--- src/design/a64e_pkg.sv ---
// ----------------------------------------------------------------------------
// a64e_pkg
// Types and fixed encodings shared by the A64 instruction encoder.
// ----------------------------------------------------------------------------
`default_nettype none

package a64e_pkg;

  typedef enum logic [4:0] {
    CMD_NOP    = 5'd0,
    CMD_BRK    = 5'd1,
    CMD_LDR    = 5'd2,
    CMD_STR    = 5'd3,
    CMD_LDP    = 5'd4,
    CMD_STP    = 5'd5,
    CMD_BLR    = 5'd6,
    CMD_B      = 5'd7,
    CMD_BCOND  = 5'd8,
    CMD_ADD    = 5'd9,
    CMD_SUB    = 5'd10,
    CMD_RET    = 5'd11,
    CMD_MOVZ   = 5'd12,
    CMD_MOVK   = 5'd13,
    CMD_MOVN   = 5'd14,
    CMD_ADDIMM = 5'd15,
    CMD_SUBIMM = 5'd16,
    CMD_CMPIMM = 5'd17,
    CMD_AND    = 5'd18,
    CMD_ORR    = 5'd19,
    CMD_EOR    = 5'd20,
    CMD_LSL    = 5'd21,
    CMD_LSR    = 5'd22,
    CMD_ASR    = 5'd23,
    CMD_MUL    = 5'd24,
    CMD_UDIV   = 5'd25,
    CMD_SDIV   = 5'd26
  } a64e_cmd_t;

  localparam int unsigned OFFSET_W   = 25;
  localparam int unsigned POSITION_W = 24;

  localparam logic [OFFSET_W-1:0] CAPACITY_RESET = 25'd65536;
  localparam logic [OFFSET_W-1:0] WORD_BYTES     = 25'd4;

  localparam logic [31:0] ENC_NOP       = 32'hD503201F;
  localparam logic [31:0] ENC_BRK       = 32'hD4200000;
  localparam logic [31:0] ENC_LDST_X    = 32'hF9000000;
  localparam logic [31:0] ENC_LDST_W    = 32'hB9000000;
  localparam logic [31:0] ENC_LDSTU_X   = 32'hF8000000;
  localparam logic [31:0] ENC_LDSTU_W   = 32'hB8000000;
  localparam logic [31:0] ENC_LOAD_BIT  = 32'h00400000;
  localparam logic [31:0] ENC_LDP       = 32'hA9400000;
  localparam logic [31:0] ENC_STP       = 32'hA9000000;
  localparam logic [31:0] ENC_BLR       = 32'hD63F0000;
  localparam logic [31:0] ENC_RET       = 32'hD65F0000;
  localparam logic [31:0] ENC_B         = 32'h14000000;
  localparam logic [31:0] ENC_BCOND     = 32'h54000000;
  localparam logic [31:0] ENC_ADD_X     = 32'h8B000000;
  localparam logic [31:0] ENC_ADD_W     = 32'h0B000000;
  localparam logic [31:0] ENC_SUB_X     = 32'hCB000000;
  localparam logic [31:0] ENC_SUB_W     = 32'h4B000000;
  localparam logic [31:0] ENC_MUL_X     = 32'h9B000000;
  localparam logic [31:0] ENC_MUL_W     = 32'h1B000000;
  localparam logic [31:0] ENC_UDIV_X    = 32'h9AC00800;
  localparam logic [31:0] ENC_UDIV_W    = 32'h1AC00800;
  localparam logic [31:0] ENC_SDIV_X    = 32'h9AC00C00;
  localparam logic [31:0] ENC_SDIV_W    = 32'h1AC00C00;
  localparam logic [5:0]  ENC_MOVWIDE   = 6'b100101;
  localparam logic [5:0]  ENC_ADDSUBIMM = 6'b100010;
  localparam logic [4:0]  ENC_LOGICAL   = 5'b01010;
  localparam logic [5:0]  ENC_BITFIELD  = 6'b100110;
  localparam logic [4:0]  REG_ZR        = 5'd31;

  typedef struct packed {
    logic [4:0]         command;
    logic [4:0]         reg_a;
    logic [4:0]         reg_b;
    logic [4:0]         reg_c;
    logic signed [31:0] byte_offset_operand;
    logic [31:0]        imm;
    logic [7:0]         half_select;
    logic [7:0]         access_size;
    logic               wide;
    logic               update_flags;
    logic [3:0]         cond_code;
  } a64e_req_t;

  typedef struct packed {
    logic [31:0]           encoded_word;
    logic [POSITION_W-1:0] word_position;
    logic                  written;
    logic                  encoding_error_flag;
    logic                  overflow_flag;
  } a64e_rsp_t;

  typedef struct packed {
    logic [OFFSET_W-1:0] buffer_capacity;
  } a64e_cfg_t;

  typedef struct packed {
    logic [31:0] word;
    logic        ok;
  } a64e_work_t;

  typedef struct packed {
    logic [OFFSET_W-1:0] write_offset;
    logic                err_seen;
    logic                ovf_seen;
  } a64e_stat_t;

endpackage

`default_nettype wire

--- src/design/a64e_chan_if.sv ---
// ----------------------------------------------------------------------------
// a64e_chan_if
// Valid/ready channel carrying one payload word.
// ----------------------------------------------------------------------------
`default_nettype none

interface a64e_chan_if #(
  parameter type payload_t = logic
);

  logic     valid;
  logic     ready;
  payload_t data;

  modport source (output valid, output data, input ready);
  modport sink   (input valid, input data, output ready);

endinterface

`default_nettype wire

--- src/design/a64e_queue.sv ---
// ----------------------------------------------------------------------------
// a64e_queue
// Small FIFO between the encoding front and the commit back end.
// ----------------------------------------------------------------------------
`default_nettype none

module a64e_queue #(
  parameter int unsigned DEPTH = 2
) (
  input  wire logic                clk,
  input  wire logic                rst,
  input  wire logic                push,
  input  wire a64e_pkg::a64e_work_t push_data,
  output logic                     full,
  input  wire logic                pop,
  output a64e_pkg::a64e_work_t     pop_data,
  output logic                     not_empty
);
  import a64e_pkg::*;

  localparam int unsigned PTR_W   = (DEPTH > 1) ? $clog2(DEPTH) : 1;
  localparam int unsigned COUNT_W = $clog2(DEPTH + 1);
  localparam logic [PTR_W-1:0]   LAST_PTR  = PTR_W'(DEPTH - 1);
  localparam logic [COUNT_W-1:0] DEPTH_CNT = COUNT_W'(DEPTH);

  a64e_work_t         entries [DEPTH];
  logic [PTR_W-1:0]   wr_ptr;
  logic [PTR_W-1:0]   rd_ptr;
  logic [COUNT_W-1:0] count;

  assign full      = (count == DEPTH_CNT);
  assign not_empty = (count != '0);
  assign pop_data  = entries[rd_ptr];

  always_ff @(posedge clk) begin
    if (push) begin
      entries[wr_ptr] <= push_data;
    end
  end

  always_ff @(posedge clk) begin
    if (rst) begin
      wr_ptr <= '0;
      rd_ptr <= '0;
      count  <= '0;
    end else begin
      if (push) begin
        wr_ptr <= (wr_ptr == LAST_PTR) ? '0 : wr_ptr + 1'b1;
      end
      if (pop) begin
        rd_ptr <= (rd_ptr == LAST_PTR) ? '0 : rd_ptr + 1'b1;
      end
      if (push && !pop) begin
        count <= count + 1'b1;
      end else if (pop && !push) begin
        count <= count - 1'b1;
      end
    end
  end

endmodule

`default_nettype wire

--- src/design/a64e_front.sv ---
// ----------------------------------------------------------------------------
// a64e_front
// Accept a request, check its operands and pack the instruction word.
// ----------------------------------------------------------------------------
`default_nettype none

module a64e_front (
  a64e_chan_if.sink            req,
  input  wire logic            q_full,
  output logic                 push,
  output a64e_pkg::a64e_work_t push_data
);
  import a64e_pkg::*;

  logic               sf;
  logic [4:0]         ra;
  logic [4:0]         rb;
  logic [4:0]         rc;
  logic signed [31:0] off;
  logic [31:0]        imm;
  logic [7:0]         hw;
  logic               is64;
  logic               size_ok;
  logic               scaled_ok;
  logic [11:0]        imm12;
  logic               unscaled_ok;
  logic               imm16_ok;
  logic               imm12_ok;
  logic [5:0]         top;
  logic [5:0]         amt;
  logic [5:0]         immr;
  logic [5:0]         imms;
  logic [1:0]         opc;
  logic [31:0]        base;
  logic [31:0]        rm_rn_rd;
  logic [31:0]        word;
  logic               ok;

  assign req.ready = !q_full;
  assign push      = req.valid && !q_full;

  always_comb begin
    sf   = req.data.wide;
    ra   = req.data.reg_a;
    rb   = req.data.reg_b;
    rc   = req.data.reg_c;
    off  = req.data.byte_offset_operand;
    imm  = req.data.imm;
    hw   = req.data.half_select;

    is64        = (req.data.access_size == 8'd8);
    size_ok     = is64 || (req.data.access_size == 8'd4);
    scaled_ok   = !off[31] && (is64 ? (off[2:0] == 3'd0 && off[31:15] == '0)
                                    : (off[1:0] == 2'd0 && off[31:14] == '0));
    imm12       = is64 ? off[14:3] : off[13:2];
    unscaled_ok = (&off[31:8]) || (off[31:8] == '0);
    imm16_ok    = (imm[31:16] == '0);
    imm12_ok    = (imm[31:12] == '0);
    top         = sf ? 6'd63 : 6'd31;
    amt         = imm[5:0];
    rm_rn_rd    = {11'd0, rc, 6'd0, rb, ra};

    word = '0;
    ok   = 1'b0;
    base = '0;
    opc  = '0;
    immr = '0;
    imms = '0;

    case (req.data.command)
      CMD_NOP: begin
        word = ENC_NOP;
        ok   = 1'b1;
      end
      CMD_BRK: begin
        word = ENC_BRK | {11'd0, imm[15:0], 5'd0};
        ok   = imm16_ok;
      end
      CMD_LDR, CMD_STR: begin
        ok = (ra != REG_ZR) && size_ok && (scaled_ok || unscaled_ok);
        if (scaled_ok) begin
          base = is64 ? ENC_LDST_X : ENC_LDST_W;
          word = base | {10'd0, imm12, rb, ra};
        end else begin
          base = is64 ? ENC_LDSTU_X : ENC_LDSTU_W;
          word = base | {11'd0, off[8:0], 2'd0, rb, ra};
        end
        if (req.data.command == CMD_LDR) begin
          word = word | ENC_LOAD_BIT;
        end
      end
      CMD_LDP, CMD_STP: begin
        ok   = (ra != REG_ZR) && (rc != REG_ZR) && (off[2:0] == 3'd0)
               && ((&off[31:9]) || (off[31:9] == '0));
        base = (req.data.command == CMD_LDP) ? ENC_LDP : ENC_STP;
        word = base | {10'd0, off[9:3], rc, rb, ra};
      end
      CMD_BLR, CMD_RET: begin
        ok   = (rb != REG_ZR);
        base = (req.data.command == CMD_BLR) ? ENC_BLR : ENC_RET;
        word = base | {22'd0, rb, 5'd0};
      end
      CMD_B: begin
        ok   = (off[1:0] == 2'd0) && ((&off[31:27]) || (off[31:27] == '0));
        word = ENC_B | {6'd0, off[27:2]};
      end
      CMD_BCOND: begin
        ok   = (off[1:0] == 2'd0) && ((&off[31:20]) || (off[31:20] == '0));
        word = ENC_BCOND | {8'd0, off[20:2], 1'b0, req.data.cond_code};
      end
      CMD_ADD: begin
        ok   = 1'b1;
        word = (sf ? ENC_ADD_X : ENC_ADD_W) | rm_rn_rd;
      end
      CMD_SUB: begin
        ok   = 1'b1;
        word = (sf ? ENC_SUB_X : ENC_SUB_W) | rm_rn_rd;
      end
      CMD_MOVZ, CMD_MOVK, CMD_MOVN: begin
        opc  = (req.data.command == CMD_MOVZ) ? 2'd2 :
               (req.data.command == CMD_MOVK) ? 2'd3 : 2'd0;
        ok   = imm16_ok && (hw[7:2] == '0) && (sf || !hw[1]);
        word = {sf, opc, ENC_MOVWIDE, hw[1:0], imm[15:0], ra};
      end
      CMD_ADDIMM, CMD_SUBIMM: begin
        ok   = imm12_ok;
        word = {sf, (req.data.command == CMD_SUBIMM), req.data.update_flags,
                ENC_ADDSUBIMM, 1'b0, imm[11:0], rb, ra};
      end
      CMD_CMPIMM: begin
        ok   = imm12_ok;
        word = {sf, 1'b1, 1'b1, ENC_ADDSUBIMM, 1'b0, imm[11:0], rb, REG_ZR};
      end
      CMD_AND, CMD_ORR, CMD_EOR: begin
        opc  = (req.data.command == CMD_AND) ? 2'd0 :
               (req.data.command == CMD_ORR) ? 2'd1 : 2'd2;
        ok   = 1'b1;
        word = {sf, opc, ENC_LOGICAL, 24'd0} | rm_rn_rd;
      end
      CMD_LSL, CMD_LSR, CMD_ASR: begin
        ok  = (imm[31:6] == '0) && (sf || !imm[5]);
        opc = (req.data.command == CMD_ASR) ? 2'd0 : 2'd2;
        if (req.data.command == CMD_LSL) begin
          immr = (6'd0 - amt) & top;
          imms = top - amt;
        end else begin
          immr = amt;
          imms = top;
        end
        word = {sf, opc, ENC_BITFIELD, sf, immr, imms, rb, ra};
      end
      CMD_MUL: begin
        ok   = 1'b1;
        word = (sf ? ENC_MUL_X : ENC_MUL_W) | {11'd0, rc, 1'b0, REG_ZR, rb, ra};
      end
      CMD_UDIV: begin
        ok   = 1'b1;
        word = (sf ? ENC_UDIV_X : ENC_UDIV_W) | rm_rn_rd;
      end
      CMD_SDIV: begin
        ok   = 1'b1;
        word = (sf ? ENC_SDIV_X : ENC_SDIV_W) | rm_rn_rd;
      end
      default: begin
        ok   = 1'b0;
        word = '0;
      end
    endcase

    push_data.ok   = ok;
    push_data.word = ok ? word : '0;
  end

endmodule

`default_nettype wire

--- src/design/a64e_back.sv ---
// ----------------------------------------------------------------------------
// a64e_back
// Commit encoded words: check capacity, advance the offset, keep flags.
// ----------------------------------------------------------------------------
`default_nettype none

module a64e_back (
  input  wire logic                 clk,
  input  wire logic                 rst,
  input  wire logic                 q_not_empty,
  input  wire a64e_pkg::a64e_work_t q_data,
  output logic                      pop,
  a64e_chan_if.source               rsp,
  a64e_chan_if.sink                 cfg,
  output a64e_pkg::a64e_stat_t      stat
);
  import a64e_pkg::*;

  logic [OFFSET_W-1:0] capacity;
  logic [OFFSET_W-1:0] write_offset;
  logic [OFFSET_W-1:0] write_offset_next;
  logic                err_seen;
  logic                err_seen_next;
  logic                ovf_seen;
  logic                ovf_seen_next;
  logic                fits;
  logic                commit;
  logic                rsp_valid;
  a64e_rsp_t           rsp_data;

  assign cfg.ready = 1'b1;
  assign rsp.valid = rsp_valid;
  assign rsp.data  = rsp_data;

  assign pop  = q_not_empty && (!rsp_valid || rsp.ready);
  assign fits = ({1'b0, write_offset} + {1'b0, WORD_BYTES}) <= {1'b0, capacity};

  always_comb begin
    commit            = q_data.ok && fits;
    write_offset_next = commit ? write_offset + WORD_BYTES : write_offset;
    err_seen_next     = err_seen || !q_data.ok;
    ovf_seen_next     = ovf_seen || (q_data.ok && !fits);
  end

  assign stat.write_offset = write_offset;
  assign stat.err_seen     = err_seen;
  assign stat.ovf_seen     = ovf_seen;

  always_ff @(posedge clk) begin
    if (rst) begin
      capacity     <= CAPACITY_RESET;
      write_offset <= '0;
      err_seen     <= 1'b0;
      ovf_seen     <= 1'b0;
      rsp_valid    <= 1'b0;
    end else begin
      if (cfg.valid) begin
        capacity <= cfg.data.buffer_capacity;
      end
      if (pop) begin
        write_offset <= write_offset_next;
        err_seen     <= err_seen_next;
        ovf_seen     <= ovf_seen_next;
        rsp_valid    <= 1'b1;
      end else if (rsp.ready) begin
        rsp_valid <= 1'b0;
      end
    end
  end

  always_ff @(posedge clk) begin
    if (pop) begin
      rsp_data.encoded_word        <= q_data.word;
      rsp_data.word_position       <= write_offset[POSITION_W-1:0];
      rsp_data.written             <= commit;
      rsp_data.encoding_error_flag <= err_seen_next;
      rsp_data.overflow_flag       <= ovf_seen_next;
    end
  end

endmodule

`default_nettype wire

--- src/design/a64_instruction_encoder.sv ---
// ----------------------------------------------------------------------------
// a64_instruction_encoder
// Packs A64 instruction words from command requests and places them in a
// code buffer by offset, with sticky encoding-error and overflow flags.
// ----------------------------------------------------------------------------
//   channel  dir  payload      handshake
//   req      in   a64e_req_t   valid/ready
//   rsp      out  a64e_rsp_t   valid/ready
//   cfg      in   a64e_cfg_t   valid/ready (ready always high)
//
// One request per cycle sustained while rsp is ready; a request is encoded
// into the queue, then committed into the output register.
// The loop-carried state is the write offset, updated at commit, and the sticky flags.
// Reset: offset and flags clear, capacity returns to 65536 bytes.
// A stalled result fills the queue; req.ready drops once it holds
// QUEUE_DEPTH words.
// ----------------------------------------------------------------------------
`default_nettype none

module a64_instruction_encoder #(
  parameter int unsigned QUEUE_DEPTH = 2
) (
  input  wire logic   clk,
  input  wire logic   rst,
  a64e_chan_if.sink   req,
  a64e_chan_if.source rsp,
  a64e_chan_if.sink   cfg
);
  import a64e_pkg::*;

  logic       q_push;
  a64e_work_t q_push_data;
  logic       q_full;
  logic       q_pop;
  a64e_work_t q_pop_data;
  logic       q_not_empty;
  a64e_stat_t stat;

  a64e_front u_front (
    .req       (req),
    .q_full    (q_full),
    .push      (q_push),
    .push_data (q_push_data)
  );

  a64e_queue #(
    .DEPTH (QUEUE_DEPTH)
  ) u_queue (
    .clk       (clk),
    .rst       (rst),
    .push      (q_push),
    .push_data (q_push_data),
    .full      (q_full),
    .pop       (q_pop),
    .pop_data  (q_pop_data),
    .not_empty (q_not_empty)
  );

  a64e_back u_back (
    .clk         (clk),
    .rst         (rst),
    .q_not_empty (q_not_empty),
    .q_data      (q_pop_data),
    .pop         (q_pop),
    .rsp         (rsp),
    .cfg         (cfg),
    .stat        (stat)
  );

  a_err_sticky: assert property (@(posedge clk) disable iff (rst)
    stat.err_seen |=> stat.err_seen)
    else $error("encoding error flag cleared");

  a_ovf_sticky: assert property (@(posedge clk) disable iff (rst)
    stat.ovf_seen |=> stat.ovf_seen)
    else $error("overflow flag cleared");

  a_offset_aligned: assert property (@(posedge clk) disable iff (rst)
    stat.write_offset[1:0] == 2'd0)
    else $error("write offset not word aligned");

  a_written_advance: assert property (@(posedge clk) disable iff (rst)
    rsp.valid && rsp.data.written |->
      stat.write_offset == ({1'b0, rsp.data.word_position} + WORD_BYTES))
    else $error("offset does not match last written word");

endmodule

`default_nettype wire

--- src/flat_wrapper.sv ---
// flat-port wrapper written by rule: the top's interface ports become plain ports
module a64_instruction_encoder_flat import a64e_pkg::*;
#(
  parameter int unsigned QUEUE_DEPTH = 2
)
  (clk, rst, req_valid, req_data, req_ready, rsp_valid, rsp_data, rsp_ready, cfg_valid, cfg_data, cfg_ready);
  a64e_chan_if #(.payload_t(a64e_req_t)) req_i ();
  a64e_chan_if #(.payload_t(a64e_rsp_t)) rsp_i ();
  a64e_chan_if #(.payload_t(a64e_cfg_t)) cfg_i ();
  input  wire logic clk;
  input  wire logic rst;
  input wire logic [$bits(req_i.valid)-1:0] req_valid;
  input wire logic [$bits(req_i.data)-1:0] req_data;
  output wire logic [$bits(req_i.ready)-1:0] req_ready;
  output wire logic [$bits(rsp_i.valid)-1:0] rsp_valid;
  output wire logic [$bits(rsp_i.data)-1:0] rsp_data;
  input wire logic [$bits(rsp_i.ready)-1:0] rsp_ready;
  input wire logic [$bits(cfg_i.valid)-1:0] cfg_valid;
  input wire logic [$bits(cfg_i.data)-1:0] cfg_data;
  output wire logic [$bits(cfg_i.ready)-1:0] cfg_ready;
  assign req_i.valid = req_valid;
  assign req_i.data = req_data;
  assign req_ready = req_i.ready;
  assign rsp_valid = rsp_i.valid;
  assign rsp_data = rsp_i.data;
  assign rsp_i.ready = rsp_ready;
  assign cfg_i.valid = cfg_valid;
  assign cfg_i.data = cfg_data;
  assign cfg_ready = cfg_i.ready;
  a64_instruction_encoder #(.QUEUE_DEPTH(QUEUE_DEPTH)) u_core (.clk(clk), .rst(rst), .req(req_i), .rsp(rsp_i), .cfg(cfg_i));
endmodule
--- config.mk ---
export PLATFORM = sky130hd
export DESIGN_NAME = a64_instruction_encoder_flat
export DESIGN_NICKNAME = d
export VERILOG_FILES = /design/src/design/a64e_pkg.sv /design/src/design/a64e_chan_if.sv /design/src/design/a64e_queue.sv /design/src/design/a64e_front.sv /design/src/design/a64e_back.sv /design/src/design/a64_instruction_encoder.sv /design/src/flat_wrapper.sv
export SDC_FILE = /design/constraint.sdc
export NUM_CORES = 1
export LEC_CHECK = 0
export BUFFER_PORTS_ARGS = -buffer_cell sky130_fd_sc_hd__buf_2
export CAP_MARGIN = 10
export CORE_ASPECT_RATIO = 2
export CORE_MARGIN = 2
export CORE_UTILIZATION = 56
export DETAILED_ROUTE_END_ITERATION = 6
export PLACE_DENSITY = 0.81
export SYNTH_ARGS = -nofsm -noshare
export SYNTH_HDL_FRONTEND = slang
export SYNTH_SLANG_ARGS = --single-unit
--- constraint.sdc ---
create_clock -name clk -period 5.7 [get_ports clk]
set_clock_uncertainty 0.15 [all_clocks]
set_input_delay 0.57 -clock clk [delete_from_list [all_inputs] [get_ports clk]]
set_output_delay 0.57 -clock clk [all_outputs]
set_load 0.02 [all_outputs]
==> summary.md <==
| Metric | Value |
|---|---|
| Die Area | 0.0192 mm2 |
| Dpl cells | 1348 |
| Total Nets Final | 1317 |
| Via density | 6.36 |
| Fin util | 0.671 |
| Post-synth EDFFs | 123 |
| Hold_sp | cfg_data[16] |
| Number of CTS-inserted buffers | 17 |
| Global-route wire length before repair | 50100 um |
| DP Wirelength | 25200 um |
| Maxcap violations | 0 |
| CP required | 5.88 ns |
| Die W | 99.0 um |
| Hold Path Class | in -> reg |
| Htree depth | 4 |
| Max Freq | 212 MHz |
| Boundary pin count | 198 |
| Worst slew pin tran | 1.06 ns |
| Die Y | 194 um |
| Yosys reg bits | 179 |
| Count leader, synth | edfxtp_1 |
| RR Startpoint | u_core.u_back.write_offset[2] |
| Leakage power | 4.74 nW |
| Gpl congestion | 1.04 |
| Core area | 0.0177 mm2 |
| Total GRT Usage | 0.349 |
| Layout Cells excl Fill | 1382 |
| Vias in the first global route | 9019 |
| Yosys cell types | 72 |
| Area grow syn2layout | 17.5% |
| Slew HR | 0.281 |
| Status | finished clean |
| Detailed-route wire length per cell | 24.3 um |
| Routed WL | 33600 um |
| Root Driver | clkbuf_16 |
| WS Path Type | reg -> reg |
| Grt ovf | 0 |
| Ys async rst share | 0 |
| Synth warn | 0 |
| Post-synth top area cell | edfxtp_1 |
| Max Slew Vio Count | 0 |
| Buffers added on ports | 194 |
| Avg Cell Area, Syn | 10.3 um2 |
| Hold path endpoint | u_core.u_back.capacity[16] |
| Hold Path Depth | 3 |
| Post-synth top cells | edfxtp_1, nor2_1, a21oi_1, mux2_2, dfxtp_1 |
| Post-synthesis cell count | 984 |
| Final Hold Viols | 0 |
| Setup TNS | 0 ns |
| Synth area leaders | edfxtp_1, dfxtp_1, mux2_2 |
| Std cell rows | 69 |
| Insertion delay to the later sink of the worst-skew pair | 0.44 ns |
| Postcts setup bufs | 0 |
| CTS tree | done |
| Synth Cell Area | 0.0101 mm2 |
| Post-CTS sizing | 0 |
| Largest net degree at the start of global routing | 78 |
| Crit path DAT | 4.88 ns |
| Worst-path clk slew | 0.07 ns |
| Min cycle time layout | 4.71 ns |
| Detail Route Antenna Nets | 0 |
| Crit Path Max Fanout | 13 |
| RSZ-0062 raised after global routing | false |
| Synth Flop Type | edfxtp_1 |
| Final period utilization | 0.826 |
| Reg-to-Reg End | u_core.u_back.write_offset[10] |
| Initial cell density of the core | 0.571 |
| Final setup viols | 0 |
| Synth top area share | 0.366 |
| Initial antenna violation count | 2 |
| VDD IR max | 0.264 mV |
| Worst Setup End Kind | flip-flop |
| CP startpoint kind | flip-flop |
| Fraction of layout cells with a size suffix above 1 | 0.274 |
| Vias | 8796 |
| Post-route DRC | 0 |
| CTS sink cnt | 179 |
| TritonRoute pass-1 iters | 7 |
| Fill count | 1408 |
| R2R Setup Slk | 0.99 ns |
| Post-synthesis sequential area ratio | 0.476 |
| DRT iter0 DRCs | 564 |
| Pwr dens | 364 mW/mm2 |
| Worst R2R Path Depth | 14 |
| Buffers from clock root to sink, at most | 2 |
| Hold bufs inserted after CTS | 0 |
critical path, cell delays in order, from the launching register on:
cell       delay [ns]
dfxtp_1          0.45
ha_1             0.25
nand3_1          0.16
nor2_1           0.43
and3_1           0.26
nand3_1          0.12
xnor2_1          0.22
ha_1             0.27
nand3_1          0.16
nor2_1           0.07
a2111oi_0        0.64
nand4_1          0.51
buf_4            0.36
a21oi_1          0.19
mux2_2           0.36
cells by family (layout without fill, tap and decap cells):
| kind of cell | after synthesis | count (layout) | synth area share |
|---|---|---|---|
| AND/OR/NAND/NOR | 322 | 322 | 0.166 |
| AO/OA/AOI/OAI | 217 | 217 | 0.147 |
| flip-flops | 179 | 179 | 0.476 |
| buffers and inverters | 104 | 286 | 0.0416 |
| multiplexers | 98 | 98 | 0.105 |
| XOR/XNOR | 35 | 35 | 0.0303 |
| adder cells (fa/ha/maj) | 27 | 27 | 0.0334 |
| other | 2 | 5 | 0.000743 |
cell usage in the layout, fill, tap and decap left out, types with 6 or more instances in the layout:
master and n:
a222oi_1 10, buf_4 19, nor2_1 85, and4_1 7
nor2b_1 31, a211oi_1 10, mux2i_1 37, dfxtp_1 56
a221oi_1 8, or3_1 6, and3_1 11, and2_1 7
nand3b_1 6, xor2_1 11, a221o_1 8, a22oi_1 19
clkbuf_16 17, nand2b_1 11, o21ai_0 35, buf_2 194
edfxtp_1 123, nor4_1 14, mux2_2 61, ha_1 27
nand2_1 55, nand3_1 22, xnor2_1 24, a21oi_1 73
inv_1 41, nor3_1 25, nand4_1 24
worst max-delay path by stage:
stage                     slack (ns)                     startpoint                        endpoint  cells after the start
after floorplan                 1.30                      rsp_ready         u_core.u_queue.count[1]                      6
after global placement          1.21  u_core.u_back.write_offset[2]  u_core.u_back.write_offset[15]                     14
after detailed placement        1.11  u_core.u_back.write_offset[2]  u_core.u_back.write_offset[15]                     14
after CTS                       1.08  u_core.u_back.write_offset[2]  u_core.u_back.write_offset[10]                     14
after global routing            0.63  u_core.u_back.write_offset[2]  u_core.u_back.write_offset[14]                     14
final                           0.99  u_core.u_back.write_offset[2]  u_core.u_back.write_offset[10]                     14
layer usage:
metal	track usage	wire, um
met1	0.337	10400
met2	0.623	17900
met3	0.0541	1960
met4	0.299	3270
met5	0	0
stage by stage:
step | hold WS, ns | total power, mW | cell area, um2 | setup WS (ns)
2_1_floorplan | 0.256 | 2.65 | 10100 | 1.30
3_3_place_gp | 0.284 | 3.08 | 11200 | 1.21
3_5_place_dp | 0.290 | 3.10 | 11200 | 1.11
4_1_cts | 0.214 | 4.34 | 11900 | 1.08
5_1_grt | 0.225 | 4.48 | 11900 | 0.634
6_report | 0.222 | 4.32 | 11900 | 0.992
cell type report:
| cell class | instances | area, um2 | area share |
|---|---|---|---|
| diodes | 2 | 5.00 | 0.000421 |
| clock buffers | 17 | 425 | 0.0358 |
| clock inverters | 15 | 206 | 0.0174 |
| inverters | 41 | 154 | 0.0130 |
| multi-input cells | 702 | 4890 | 0.412 |
| flip-flops and latches | 179 | 4810 | 0.405 |
| well taps | 213 | 267 | 0.0224 |
| repair buffers | 213 | 1110 | 0.0938 |
report_power, final:
part | internal (mW) | leakage, nW | switching (mW) | total, mW
Sequential | 1.79 | 1.65 | 0.111 | 1.90
Clock | 0.737 | 0.293 | 0.503 | 1.24
Combinational | 0.390 | 2.80 | 0.792 | 1.18
flip-flops by register name (all words and copies together), names as in the netlist, named ones only:
signal / cells
u_core.u_queue.rd_ptr: 1
u_core.u_back.err_seen: 1
u_core.u_back.rsp.valid: 1
u_core.u_back.ovf_seen: 1
u_core.u_back.write_offset: 23
u_core.u_queue.entries: 66
u_core.u_queue.count: 2
u_core.u_queue.wr_ptr: 1
u_core.u_back.capacity: 25
u_core.u_back.rsp.data: 57
No activity file was read; power rests on OpenSTA's default activity.
